## config.mk

```make
export PLATFORM = sky130hd
export DESIGN_NAME = compass_heading_atan2
export DESIGN_NICKNAME = d
export VERILOG_FILES = /design/src/sv/chs_pkg.sv /design/src/sv/compass_heading_atan2.sv /design/src/sv/chs_step_unit.sv
export SDC_FILE = /design/constraint.sdc
export NUM_CORES = 1
export LEC_CHECK = 0
export BUFFER_PORTS_ARGS = -buffer_cell sky130_fd_sc_hd__buf_2
export CORE_MARGIN = 1
export CORE_UTILIZATION = 25
export DETAILED_ROUTE_END_ITERATION = 7
export SLEW_MARGIN = 20
export SYNTH_ARGS = -nofsm -noshare
export SYNTH_HDL_FRONTEND = slang
export SYNTH_SLANG_ARGS = --single-unit
```

## constraint.sdc

```tcl
create_clock -name clk -period 11.9 [get_ports clk]
set_input_delay 1.785 -clock clk [delete_from_list [all_inputs] [get_ports clk]]
set_output_delay 1.785 -clock clk [all_outputs]
set_load 0.02 [all_outputs]
```

## src/sv/chs_pkg.sv

```systemverilog
// compass heading package: widths, angle constants and the degree-scaled arctangent table
// no dependencies; used by every module of the block

package chs_pkg;

	localparam int CORDIC_STEPS = 16;
	localparam int FRAC_BITS    = 6;
	localparam int TABLE_LEN    = 24;
	localparam int NUM_STEPS    = (CORDIC_STEPS < TABLE_LEN) ? CORDIC_STEPS : TABLE_LEN;
	localparam int CNT_W        = $clog2(NUM_STEPS);
	localparam int TBL_IDX_W    = $clog2(TABLE_LEN);

	localparam int IN_W   = 16;
	localparam int OUT_W  = 15;
	// vector grows by the cordic gain on top of the 17-bit negated sample
	localparam int XY_W   = 20;
	localparam int ANGLE_BITS = 24;
	// angle spans about -100 to 280 degrees before the fold
	localparam int Z_W    = 34;
	localparam int ATAN_W = 30;
	localparam int SHIFT  = ANGLE_BITS - FRAC_BITS;

	localparam int HALF_TURN_DEG = 180;
	localparam int FULL_TURN_DEG = 360;

	localparam logic signed [Z_W-1:0] HALF_Z = Z_W'(HALF_TURN_DEG) <<< ANGLE_BITS;
	localparam logic signed [Z_W-1:0] FULL_Z = Z_W'(FULL_TURN_DEG) <<< ANGLE_BITS;
	localparam logic signed [Z_W-1:0] ROUND_Z = Z_W'(1) <<< (SHIFT - 1);
	localparam logic signed [Z_W-1:0] FULL_Q = Z_W'(FULL_TURN_DEG) <<< FRAC_BITS;

	// atan(2^-i) in degrees times 2^24, rounded to nearest
	localparam logic [ATAN_W-1:0] ATAN_TABLE [0:TABLE_LEN-1] = '{
		30'd754974720, 30'd445687602, 30'd235489088, 30'd119537938,
		30'd60000934,  30'd30029717,  30'd15018523,  30'd7509720,
		30'd3754917,   30'd1877466,   30'd938734,    30'd469367,
		30'd234684,    30'd117342,    30'd58671,     30'd29335,
		30'd14668,     30'd7334,      30'd3667,      30'd1833,
		30'd917,       30'd458,       30'd229,       30'd115
	};

endpackage

```

## src/sv/compass_heading_atan2.sv

```systemverilog
// compass heading top level: sequencer, vector and angle registers, fold and rounding, output register
// depends on chs_pkg and chs_step_unit

// Takes one signed X/Y magnetometer sample pair and returns atan2(y,x) as a heading in
// degrees times 64, 0 up to 359.984, with a full circle wrapping to 0 and a zero vector
// giving 0. An item passes from its transfer through the step, fold and round states to the
// loaded result: one shared micro-rotation unit runs once per cycle over the cordic steps,
// then the fold state adds a full turn to a negative angle and the round state rounds.
// mag_stall is high from the transfer until the result is loaded, so a new sample is taken only
// back in idle; a finished result sits in the output register while the next sample is taken, and
// rounding waits only if that register is still held by heading_stall.
module compass_heading_atan2 (
	input  logic                              clk,
	input  logic                              arst_n,
	input  logic                              mag_valid,
	output logic                              mag_stall,
	input  logic signed [chs_pkg::IN_W-1:0]   mag_x,
	input  logic signed [chs_pkg::IN_W-1:0]   mag_y,
	output logic                              heading_valid,
	input  logic                              heading_stall,
	output logic        [chs_pkg::OUT_W-1:0]  heading_deg
);
	import chs_pkg::*;

	localparam logic [1:0] ST_IDLE  = 2'd0;
	localparam logic [1:0] ST_ITER  = 2'd1;
	localparam logic [1:0] ST_FOLD  = 2'd2;
	localparam logic [1:0] ST_ROUND = 2'd3;

	logic [1:0]             state_q;
	logic [CNT_W-1:0]       cnt_q;
	logic signed [XY_W-1:0] x_q;
	logic signed [XY_W-1:0] y_q;
	logic signed [Z_W-1:0]  z_q;
	logic                   zero_q;
	logic                   heading_valid_q;
	logic [OUT_W-1:0]       heading_deg_q;

	logic signed [XY_W-1:0] x_next;
	logic signed [XY_W-1:0] y_next;
	logic signed [Z_W-1:0]  z_next;
	logic signed [XY_W-1:0] x_in;
	logic signed [XY_W-1:0] y_in;
	logic signed [Z_W-1:0]  z_fold;
	logic signed [Z_W-1:0]  z_rnd;
	logic signed [Z_W-1:0]  q_full;
	logic signed [Z_W-1:0]  q_wrap;
	logic                   mag_xfer;
	logic                   out_xfer;
	logic                   out_load;

	assign mag_stall = (state_q != ST_IDLE);
	assign mag_xfer  = mag_valid && !mag_stall;
	assign out_xfer  = heading_valid_q && !heading_stall;
	assign out_load  = (state_q == ST_ROUND) && (!heading_valid_q || !heading_stall);

	assign heading_valid = heading_valid_q;
	assign heading_deg   = heading_deg_q;

	assign x_in = XY_W'(mag_x);
	assign y_in = XY_W'(mag_y);

	chs_step_unit u_step (
		.x      (x_q),
		.y      (y_q),
		.z      (z_q),
		.idx    (cnt_q),
		.x_next (x_next),
		.y_next (y_next),
		.z_next (z_next)
	);

	always_comb begin
		z_fold = z_q;
		if (z_q[Z_W-1]) begin
			z_fold = z_q + FULL_Z;
		end
		if (z_fold[Z_W-1]) begin
			z_fold = '0;
		end
	end

	// round half up, then wrap a full circle back to zero
	always_comb begin
		z_rnd  = z_q + ROUND_Z;
		q_full = z_rnd >>> SHIFT;
		q_wrap = (q_full >= FULL_Q) ? (q_full - FULL_Q) : q_full;
	end

	always_ff @(posedge clk or negedge arst_n) begin
		if (!arst_n) begin
			state_q <= ST_IDLE;
			cnt_q   <= '0;
		end else begin
			case (state_q)
				ST_IDLE: begin
					if (mag_xfer) begin
						state_q <= ST_ITER;
						cnt_q   <= '0;
					end
				end
				ST_ITER: begin
					if (cnt_q == CNT_W'(NUM_STEPS - 1)) begin
						state_q <= ST_FOLD;
					end
					cnt_q <= cnt_q + 1'b1;
				end
				ST_FOLD: begin
					state_q <= ST_ROUND;
				end
				ST_ROUND: begin
					if (out_load) begin
						state_q <= ST_IDLE;
					end
				end
				default: begin
					state_q <= ST_IDLE;
				end
			endcase
		end
	end

	always_ff @(posedge clk) begin
		if (mag_xfer) begin
			zero_q <= (mag_x == '0) && (mag_y == '0);
			// left half plane: negate the vector and start from a half turn
			if (mag_x[IN_W-1]) begin
				x_q <= -x_in;
				y_q <= -y_in;
				z_q <= HALF_Z;
			end else begin
				x_q <= x_in;
				y_q <= y_in;
				z_q <= '0;
			end
		end else if (state_q == ST_ITER) begin
			x_q <= x_next;
			y_q <= y_next;
			z_q <= z_next;
		end else if (state_q == ST_FOLD) begin
			z_q <= z_fold;
		end
	end

	always_ff @(posedge clk or negedge arst_n) begin
		if (!arst_n) begin
			heading_valid_q <= 1'b0;
		end else if (out_load) begin
			heading_valid_q <= 1'b1;
		end else if (out_xfer) begin
			heading_valid_q <= 1'b0;
		end
	end

	always_ff @(posedge clk) begin
		if (out_load) begin
			heading_deg_q <= zero_q ? '0 : q_wrap[OUT_W-1:0];
		end
	end

`ifndef SYNTHESIS
	a_start_iter: assert property (@(posedge clk) disable iff (!arst_n)
		mag_xfer |=> (state_q == ST_ITER) && (cnt_q == '0))
		else $error("accepted sample did not start the step sequence");

	a_round_after_fold: assert property (@(posedge clk) disable iff (!arst_n)
		(state_q == ST_ROUND) |->
			($past(state_q) == ST_FOLD) || ($past(state_q) == ST_ROUND))
		else $error("rounding entered without folding");

	a_no_overwrite: assert property (@(posedge clk) disable iff (!arst_n)
		(heading_valid_q && heading_stall) |=> $stable(heading_deg_q))
		else $error("held result overwritten");

	a_iter_count: assert property (@(posedge clk) disable iff (!arst_n)
		(state_q == ST_ITER) |-> (cnt_q <= CNT_W'(NUM_STEPS - 1)))
		else $error("step counter out of range");
`endif

endmodule

```

## src/sv/chs_step_unit.sv

```systemverilog
// one cordic vectoring micro-rotation: shift, add/subtract on x and y, table add on the angle
// depends on chs_pkg

module chs_step_unit (
	input  logic signed [chs_pkg::XY_W-1:0]  x,
	input  logic signed [chs_pkg::XY_W-1:0]  y,
	input  logic signed [chs_pkg::Z_W-1:0]   z,
	input  logic        [chs_pkg::CNT_W-1:0] idx,
	output logic signed [chs_pkg::XY_W-1:0]  x_next,
	output logic signed [chs_pkg::XY_W-1:0]  y_next,
	output logic signed [chs_pkg::Z_W-1:0]   z_next
);
	import chs_pkg::*;

	logic signed [XY_W-1:0] dx;
	logic signed [XY_W-1:0] dy;
	logic signed [Z_W-1:0]  atan_z;

	// arithmetic shift rounds toward minus infinity
	assign dx = y >>> idx;
	assign dy = x >>> idx;
	assign atan_z = $signed({{(Z_W-ATAN_W){1'b0}}, ATAN_TABLE[TBL_IDX_W'(idx)]});

	always_comb begin
		if (!y[XY_W-1]) begin
			x_next = x + dx;
			y_next = y - dy;
			z_next = z + atan_z;
		end else begin
			x_next = x - dx;
			y_next = y + dy;
			z_next = z - atan_z;
		end
	end

endmodule
```

== Word-level counts from Yosys, hierarchy flattened ==
Memory sizes are Yosys's and may differ from the RTL's.
Index checks and enable logic that the tools add are counted.
Storage, ports and cells
  logic and storage cells: 80
  bits in read-only memories: 960
  output and inout port bits: 17
  memories: 1
  bits of input ports: 36
  bits in registers: 97
Memory list
  (no name shown): words 32, bits a word 30, read ports 1, clocked after memory_dff 0, write ports 0, line chs_step_unit.sv:22  | assign atan_z = $signed({{(Z_W-ATAN_W){1'b0}}, ATAN_TABLE[TBL_IDX_W'(idx)]});
Cells by class
  order comparisons: 2
  bitwise operators: 1
  shift operators: 2
  eq/ne operators: 7
  reductions and logical operators: 20
  add/sub/neg operators: 12
  muxes and demuxes: 26
Operator list (number)
  two-way mux 34 bit: 5
  two-way mux 20 bit: 8
  two-way mux 30 bit: 2
  adder 20 bit: 2
  negation 16 -> 20 bit: 2
  >>> shifter 20 x 4 -> 20 bit: 2
  subtractor 20 bit: 2
  adder 34 x 19 -> 34 bit (second input constant): 1
  adder 34 x 31 -> 34 bit: 1
  adder 34 bit (second input constant): 1
  subtractor 34 x 31 -> 34 bit: 1
  two-way mux 33 bit: 1
  logical NOT 16 bit: 2
  two-way mux 32 bit: 1
  greater-or-equal comparator 16 bit (second input constant): 1
  two-way mux 15 bit: 1
  subtractor 15 bit (second input constant): 1
  case mux 2 bit (4 select lines): 1
  case mux 4 bit (2 select lines): 1
  nonzero test 2 bit: 4
  greater-or-equal comparator 6 bit (second input constant): 1
  two-way mux 2 bit: 3
  != test 2 bit (second input constant): 3
  inverter 4 -> 6 bit: 1
  other kinds (14): 22

== Depth between registers and ports, before layout ==
Gate-level depths: netlist of the first run.
  word-level depth: 8
  mapped depth: 27

== Cells and area by module ==
A second synthesis of the first run with hierarchy kept.
Second synthesis, totals
  cell total of the unflattened synthesis: 1459
  area, all modules: 12589.6 sq um
Modules (own cells, without submodules)
  chs_step_unit: cells each 984, instances 1, area an instance 7439.6 sq um, seq. area each 0.0 sq um
  compass_heading_atan2: cells each 475, instances 1, area an instance 5149.9 sq um, seq. area each 2877.8 sq um

== Worst setup path after synthesis of the first run ==
OpenSTA, ideal clock, no wires.
  path type: reg-to-reg
  start point: register cnt_q[1]
  end point: register z_q[32], data pin
  period minus slack after synthesis: 5736 ps
  buffers on the path: 5
  arrival: 5471 ps
  stages on the path, launching flop included: 27
  library setup time: 265 ps
  slack: 6164 ps
  cell sequence: dfrtp_1 buf_2 buf_2 buf_2 buf_1 inv_1 ha_1 clkbuf_1 nor2b_1 nor2_1 o21a_1 inv_1 ha_1 nand3_1 nor4_1 a31oi_1 xor2_1 ha_1 nand4_1 nor3_1 a21oi_1 nand2_1 o22ai_1 o311a_1 o21ai_0 nor4_1 or3_1
Between the ends
  word-level cells in the longest chain between the ends: 8
Ends and longest elaborated chain
  from (decl): line compass_heading_atan2.sv:31  | logic [CNT_W-1:0] cnt_q;
  from (signal assigned): line compass_heading_atan2.sv:106  | cnt_q <= cnt_q + 1'b1;
  inverter 4 -> 6 bit (not written as such) *: line chs_step_unit.sv:22
  memory read (32 x 30 bit) *
  two-way mux 30 bit (not written as such) * (2 in a row): line chs_step_unit.sv:22
  adder 34 x 31 -> 34 bit or subtractor 34 x 31 -> 34 bit (tied branches): line chs_step_unit.sv:28, chs_step_unit.sv:32
  two-way mux 34 bit *: line chs_step_unit.sv:25  | if (!y[XY_W-1]) begin
  two-way mux 34 bit *: line compass_heading_atan2.sv:136  | end else if (state_q == ST_ITER) begin
  two-way mux 34 bit *: line compass_heading_atan2.sv:124  | if (mag_xfer) begin
  to (signal assigned): line compass_heading_atan2.sv:139  | z_q <= z_next;
  to (signal assigned): line compass_heading_atan2.sv:141  | z_q <= z_fold;
  to (decl): line compass_heading_atan2.sv:34  | logic signed [Z_W-1:0] z_q;
Mark *: on every way between the ends. The rest lies on a longest branch, timed or not. The select of a mux whose other input is x is not followed.
A chain may end at the register's enable or synchronous reset.

== Worst setup path after layout of the first run ==
  start point: register cnt_q[0]
  end point: register z_q[32], data pin
The elaborated chain is that of the path after synthesis.

==> out/summary.json, run 1 <==
{
  "run_status": "completed",
  "worst-slew-pin-transition_ns": 1.001,
  "clkSlewWorstSetupHoldPaths_ns": 0.08,
  "rsz_0062_raised_after_global_routing": "false",
  "max_cap_viol_count": 0,
  "grt_max_degree": 76,
  "postCtsResizedCells": 0,
  "cts_hold_buffers": 0,
  "core_region_area_um2": 48050,
  "diodes": 0,
  "dr_total_vias": 10720,
  "setup_violations": 0,
  "worst_path_max_stage_delay_ns": 0.60,
  "synth_edf_count": 90,
  "syn_to_final_growth_pct": 9.041,
  "finish.instance_area_um2": 13360,
  "cp.required_ns": 12.04,
  "ys_flop_type": "sky130_fd_sc_hd__edfxtp_1",
  "gpl.final_weighted_congestion": 0.8816,
  "initial_core_util_pct": 25.49,
  "crit_path_start_kind": "register",
  "tritoncts": "done",
  "first_global_vias": 10160,
  "antenna_found_initial": 0,
  "cts_setup_buffers": 0,
  "grt_util_all_layers_pct": 13.12,
  "critical_path.reg2reg.startpoint": "cnt_q[0]$_DFFE_PN0P_",
  "syn-instance-count": 1419,
  "cts_buffer_depth": 2,
  "routedWlPerCell_um": 15.98,
  "final-max-slew-violation-count": 0,
  "final.period_utilization_pct": 52.36,
  "dr.pass1.iters": 8,
  "floorplan.io_pins": 53,
  "dr.first_iter.drc_count": 904,
  "clock-sinks": 97,
  "detail_route.vias_per_cell": 5.254,
  "clk_latency_ns": 0.39,
  "num_rows": 80,
  "ys_ff_latch": 97,
  "critPathArrivalTime_ns": 6.37,
  "cts_made_buffers": 9,
  "fmax_mhz": 160.5,
  "critical_path.max_fanout": 56,
  "critical_path.most_common_cell": "sky130_fd_sc_hd__ha_1",
  "cts.root.buffer_cell": "sky130_fd_sc_hd__clkbuf_16",
  "synth-seq-area-share_pct": 23.50,
  "crit_type": "reg2reg",
  "portBuffers": 52,
  "crit_path_end_kind": "register",
  "grt.overflow.total": 0,
  "floorplan.die.width_um": 223.3,
  "per_instance_average_area_after_synthesis_um2": 8.631,
  "dieHeight_um": 223.3,
  "detail-route-antenna-nets": 0,
  "setup_tns_ns": 0,
  "grt_first_pass_wirelength_um": 53330,
  "die_area_um2": 49880,
  "drc": 0,
  "cts_max_level": 3,
  "crit_slowest_cell": "sky130_fd_sc_hd__buf_4",
  "setup.worst_path.start": "cnt_q[0]$_DFFE_PN0P_",
  "synthesis.yosys.warnings": 0,
  "post_route_cells_drive_above_1_share_pct": 10.95,
  "nNetsFinal": 1551,
  "totalWireLength_um": 32610,
  "synth-async-reset-ratio_pct": 7.216,
  "syn-num-nets": 1550,
  "minimum_clock_period_after_layout_ns": 6.231,
  "maxSlewHeadroom_pct": 32.66,
  "holdCritStartpoint": "heading_valid$_DFFE_PN0P_",
  "clock_skew_ns": 0.01473,
  "crit_chain": "buf_4 -> inv_2 -> ha_1 -> nor2_1 -> nor2_1 -> o21a_1 -> inv_1 -> ha_1 -> nand3_1 -> nor4_1 -> a31oi_1 -> xor2_1 -> ha_1 -> nand4_1 -> nor3_1 -> nand3_1 -> nand2_1 -> o22ai_1 -> o311a_1 -> o21ai_0 -> nor4_1 -> or3_1",
  "netlist_area_pre_place_um2": 12250,
  "multi_input_gate_area_um2": 8855,
  "worst_hold_check_path_type": "reg2reg",
  "detailed_place_hpwl_um": 24800,
  "seq_area_um2": 2883,
  "yosysUniqueCellTypes": 87,
  "num-fill-cells": 5124,
  "postPlaceCellArea_um2": 13060,
  "finalHoldViolations": 0
}
==> cells in the mapped netlist (14+ instances only) <==
cell | instances | area (µm²)
sky130_fd_sc_hd__a21o_1 | 46 | 345.3
sky130_fd_sc_hd__a21oi_1 | 112 | 560.5
sky130_fd_sc_hd__a31oi_1 | 18 | 112.6
sky130_fd_sc_hd__and2_1 | 17 | 106.4
sky130_fd_sc_hd__and3_1 | 14 | 87.58
sky130_fd_sc_hd__buf_1 | 20 | 75.07
sky130_fd_sc_hd__clkbuf_1 | 43 | 161.4
sky130_fd_sc_hd__edfxtp_1 | 90 | 2703
sky130_fd_sc_hd__ha_1 | 92 | 1151
sky130_fd_sc_hd__inv_1 | 47 | 176.4
sky130_fd_sc_hd__mux2i_1 | 28 | 280.3
sky130_fd_sc_hd__mux4_2 | 35 | 788.3
sky130_fd_sc_hd__nand2_1 | 114 | 427.9
sky130_fd_sc_hd__nand2b_1 | 17 | 106.4
sky130_fd_sc_hd__nand3_1 | 26 | 130.1
sky130_fd_sc_hd__nor2_1 | 145 | 544.3
sky130_fd_sc_hd__nor2b_1 | 17 | 106.4
sky130_fd_sc_hd__nor3_1 | 20 | 100.1
sky130_fd_sc_hd__o21a_1 | 17 | 127.6
sky130_fd_sc_hd__o21ai_0 | 95 | 475.5
sky130_fd_sc_hd__o22ai_1 | 14 | 87.58
sky130_fd_sc_hd__o31ai_1 | 14 | 105.1
sky130_fd_sc_hd__or3_1 | 16 | 100.1
sky130_fd_sc_hd__xnor2_1 | 88 | 770.7
sky130_fd_sc_hd__xor2_1 | 65 | 569.3
==> cell usage in the layout (no fill, tap or decap), types with 6 or more instances in the layout <==
master and count:
sky130_fd_sc_hd__xnor2_1 88, sky130_fd_sc_hd__ha_1 92, sky130_fd_sc_hd__o21ai_0 95, sky130_fd_sc_hd__or3_1 16, sky130_fd_sc_hd__mux4_2 35, sky130_fd_sc_hd__buf_4 14, sky130_fd_sc_hd__o221ai_1 6, sky130_fd_sc_hd__mux2_1 6
sky130_fd_sc_hd__nand2_1 114, sky130_fd_sc_hd__nor4_1 8, sky130_fd_sc_hd__a21o_1 46, sky130_fd_sc_hd__mux2i_1 28, sky130_fd_sc_hd__a21oi_1 112, sky130_fd_sc_hd__o22ai_1 14, sky130_fd_sc_hd__buf_2 52, sky130_fd_sc_hd__a21boi_0 6
sky130_fd_sc_hd__nand4_1 11, sky130_fd_sc_hd__and3_1 14, sky130_fd_sc_hd__nor2b_1 17, sky130_fd_sc_hd__mux2_2 12, sky130_fd_sc_hd__nor2_1 145, sky130_fd_sc_hd__nand2b_1 17, sky130_fd_sc_hd__clkbuf_16 9, sky130_fd_sc_hd__o41ai_1 6
sky130_fd_sc_hd__o21bai_1 11, sky130_fd_sc_hd__o21a_1 17, sky130_fd_sc_hd__nand3_1 26, sky130_fd_sc_hd__o31ai_1 14, sky130_fd_sc_hd__o211ai_1 12, sky130_fd_sc_hd__a31oi_1 18, sky130_fd_sc_hd__inv_1 47, sky130_fd_sc_hd__mux4_1 7
sky130_fd_sc_hd__a211oi_1 13, sky130_fd_sc_hd__xor2_1 65, sky130_fd_sc_hd__edfxtp_1 90, sky130_fd_sc_hd__and2_1 17, sky130_fd_sc_hd__nor3_1 20
==> cell type report <==
cell class                      instances  area share, %
Timing Repair Buffer                   66          2.736
Tap cell                              615          5.762
Sequential cell                        97          21.59
Clock inverter                          7         0.4965
Clock buffer                            9          1.686
Inverter                               51          1.433
Multi-Input combinational cell       1195          66.30
==> logic make-up after synthesis <==
| group | share of synthesized area, % |
|---|---|
| mux | 12.12 |
| flops | 23.50 |
| fa+ha+maj | 9.889 |
| compound gates | 21.82 |
| simple gates | 17.16 |
| buf+inv | 4.209 |
| xor+xnor | 11.31 |
==> metrics by stage <==
stage,utilization (%),worst slack [ns],hold WS [ns],instances
final,27.80,5.669,0.5338,2040
after global routing,27.80,5.124,0.5694,2040
after CTS,27.80,5.752,0.5367,2040
after detailed placement,27.19,5.767,0.5174,2024
after global placement,27.19,5.935,0.5158,2024
after floorplan,-,6.164,0.5950,1419
==> sequential cells by signal, summed over array words and instances (netlist names) <==
register,count
zero_q,1
heading_deg,15
z_q,34
y_q,20
x_q,20
state_q,2
cnt_q,4
heading_valid,1
==> critical path, delay by kind of cell (launching register included) <==
family / cells / cell delay, ns
buffers and inverters: 3 / 0.98
adders and majority gates: 3 / 1.06
DFF: 1 / 0.35
AOI/OAI and AO/OA: 5 / 1.25
and+or+nand+nor: 10 / 2.08
xor gates and xnor gates: 1 / 0.25
==> layer usage <==
metal	vias up	wire [µm]	GRT usage, %
met5	-	0	0
met4	0	495	3.292
met3	40	1742	2.450
met2	324	15110	21.49
met1	5066	15260	17.67
li1	5289	-	-
==> path summary, 6_finish.rpt <==
kind                                                  end  slack [ns]  cells after the start
worst max-delay path                z_q[32]$_SDFFCE_PP0P_        5.67                     22
min in group asynchronous       heading_valid$_DFFE_PN0P_        1.22                      1
worst min register to register  heading_valid$_DFFE_PN0P_        0.53                      1
worst min-delay path            heading_valid$_DFFE_PN0P_        0.53                      1
worst max register to register      z_q[32]$_SDFFCE_PP0P_        5.67                     22
max in group asynchronous            cnt_q[2]$_DFFE_PN0P_       10.49                      1
Power of run 1 is not shown: default switching activity piles up to over one toggle a cycle in this logic, so the estimate is an artifact.
==> run 2: changes to the inputs <==
==> constraint.sdc (replaced) <==
create_clock -name clk -period 5 [get_ports clk]
set_input_delay 0.75 -clock clk [delete_from_list [all_inputs] [get_ports clk]]
set_output_delay 0.75 -clock clk [all_outputs]
set_load 0.02 [all_outputs]
==> out/summary.json, run 2 (same netlist as run 1, synthesis figures left out) <==
{
  "max_cap_viol_count": 0,
  "grt.overflow.total": 0,
  "post_route_cells_drive_above_1_share_pct": 23.41,
  "grt_max_degree": 43,
  "largest_register_ffs": 34,
  "die_area_um2": 49880,
  "worst-slew-pin-transition_ns": 1.052,
  "first_global_vias": 10990,
  "core_region_area_um2": 48050,
  "run_status": "completed",
  "layout_setup_ws_ns": 0.09324,
  "routedWlPerCell_um": 16.33,
  "clkSlewWorstSetupHoldPaths_ns": 0.08,
  "detail_route.vias_per_cell": 5.201,
  "clk_latency_ns": 0.39,
  "tritoncts": "done",
  "most-common-layout-cells": "sky130_fd_sc_hd__buf_4 (148), sky130_fd_sc_hd__nor2_1 (140), sky130_fd_sc_hd__nand2_1 (110)",
  "layout.cells.non_filler": 2188,
  "floorplan.die.width_um": 223.3,
  "cts_made_buffers": 9,
  "crit_type": "reg2reg",
  "initial_core_util_pct": 25.49,
  "gpl.final_weighted_congestion": 0.9004,
  "hold_slack_ns": 0.1909,
  "finalHoldViolations": 0,
  "largestRegisters": "z_q: 34 flops, x_q: 20 flops, y_q: 20 flops",
  "use_met2_pct": 24.11,
  "floorplan.io_pins": 53,
  "rsz_0062_raised_after_global_routing": "true",
  "minimum_clock_period_after_layout_ns": 4.907,
  "grt_first_pass_wirelength_um": 57410,
  "final.period_utilization_pct": 98.14,
  "drc": 0,
  "grt_util_all_layers_pct": 14.29,
  "portBuffers": 52,
  "critical_path.max_fanout": 6,
  "fmax_mhz": 203.8,
  "critPathArrivalTime_ns": 5.05,
  "cts_max_level": 3,
  "use_met1_pct": 18.67,
  "cts_buffer_depth": 2,
  "cts.root.buffer_cell": "sky130_fd_sc_hd__clkbuf_16",
  "dr.first_iter.drc_count": 722,
  "dr.pass1.iters": 6,
  "dr_total_vias": 11380,
  "nNetsFinal": 1698,
  "setup_violations": 0,
  "critical_path.most_common_cell": "sky130_fd_sc_hd__buf_4",
  "crit_chain": "buf_12 -> mux4_2 -> and2_4 -> o32a_1 -> nor4b_2 -> buf_4 -> nor4b_4 -> buf_4 -> a21oi_4 -> xnor2_2 -> ha_1 -> nand2_2 -> o211ai_1 -> buf_4 -> a2bb2oi_2 -> o21ai_2 -> o211ai_1 -> a21boi_1 -> or3_1 -> a31o_2",
  "antenna_found_initial": 0,
  "dp_worst_setup_slack_ns": -0.04128,
  "num_rows": 80,
  "crit_path_end_kind": "register",
  "dieHeight_um": 223.3,
  "crit_slowest_cell": "sky130_fd_sc_hd__dfrtp_2",
  "syn_to_final_growth_pct": 21.76,
  "layout.core_utilization_pct": 31.04,
  "worst_path_max_stage_delay_ns": 0.52,
  "most_common_library_cell_in_the_layout_ignoring_fill_and_taps": "sky130_fd_sc_hd__buf_4",
  "crit_path_start_kind": "register",
  "worst_hold_check_path_type": "in2async",
  "clock_skew_ns": 0.01202,
  "totalWireLength_um": 35740,
  "dp_cells": 2141,
  "cp.required_ns": 5.14,
  "final-max-slew-violation-count": 0,
  "grt_use_met3_pct": 2.318,
  "global_route_layer_with_the_greatest_usage": "met2",
  "maxSlewHeadroom_pct": 29.25,
  "registers.top_by_ff_count": "z_q",
  "clock-sinks": 97,
  "timing.reg2reg.worst_path_depth": 20,
  "detail-route-antenna-nets": 0,
  "detailed_place_hpwl_um": 27420
}
## run 2: cell types whose count changed in the layout (fill, tap and decap cells not counted), sizes merged
| cell | before | now |
|---|---|---|
| inv | 55 | 54 |
| diode | 0 | 1 |
| clkinv | 3 | 4 |
| clkbuf | 9 | 11 |
| buf | 66 | 211 |
## run 2: worst paths after layout
path	startpoint	to	slack (ns)
worst max-delay path	cnt_q[1]$_DFFE_PN0P_	y_q[18]$_DFFE_PP_	0.09
worst min-delay path	arst_n	heading_valid$_DFFE_PN0P_	0.19
worst max register to register	cnt_q[1]$_DFFE_PN0P_	y_q[18]$_DFFE_PP_	0.09
worst min register to register	heading_valid$_DFFE_PN0P_	heading_valid$_DFFE_PN0P_	0.54
max in group asynchronous	arst_n	cnt_q[2]$_DFFE_PN0P_	4.63
min in group clk	heading_valid$_DFFE_PN0P_	heading_valid$_DFFE_PN0P_	0.54
## run 2: per-layer routing
metal | routed length, µm | share of wire [%]
met1 | 16500 | 46
met2 | 16700 | 47
met3 | 1762 | 4.9
met4 | 770 | 2.2
met5 | 0 | 0
## run 2: what timing repair did
action | in CTS | in global routing
endpoints found under the setup margin | 3 | 24
hold buffers | 0 | 0
pin swaps | 3 | 34
setup buffers | 2 | 26
gates resized for setup | 5 | 77
cloned | 0 | 2
## run 2: worst max-delay path: cells and delay by family (launching register included)
family | cells | cell delay (ns)
buffers and inverters | 4 | 0.67
adder cells (fa/ha/maj) | 1 | 0.34
AO/OA/AOI/OAI | 8 | 1.39
XOR/XNOR | 1 | 0.17
multiplexers | 1 | 0.51
AND/OR/NAND/NOR | 5 | 1.08
flip-flops | 1 | 0.52
## run 2: per-stage QoR
step	instance area (µm²)	setup TNS (ns)
global route	14910	-0.3091
global placement	14040	-0.1190
floorplan	12360	0
CTS	14380	-0.003636
finish	14910	0
detailed placement	14040	-0.08536
## run 2: cell type report
| cell class | count | area [µm²] |
|---|---|---|
| clock inverters | 7 | 76.32 |
| well taps | 615 | 769.5 |
| diodes | 1 | 2.502 |
| flip-flops and latches | 97 | 2883 |
| repair buffers | 213 | 1610 |
| clock buffers | 9 | 225.2 |
| inverters | 51 | 191.4 |
| fillers | 5037 | 33130 |
| multi-input cells | 1195 | 9155 |
Power of run 2 is left out for the same reason.
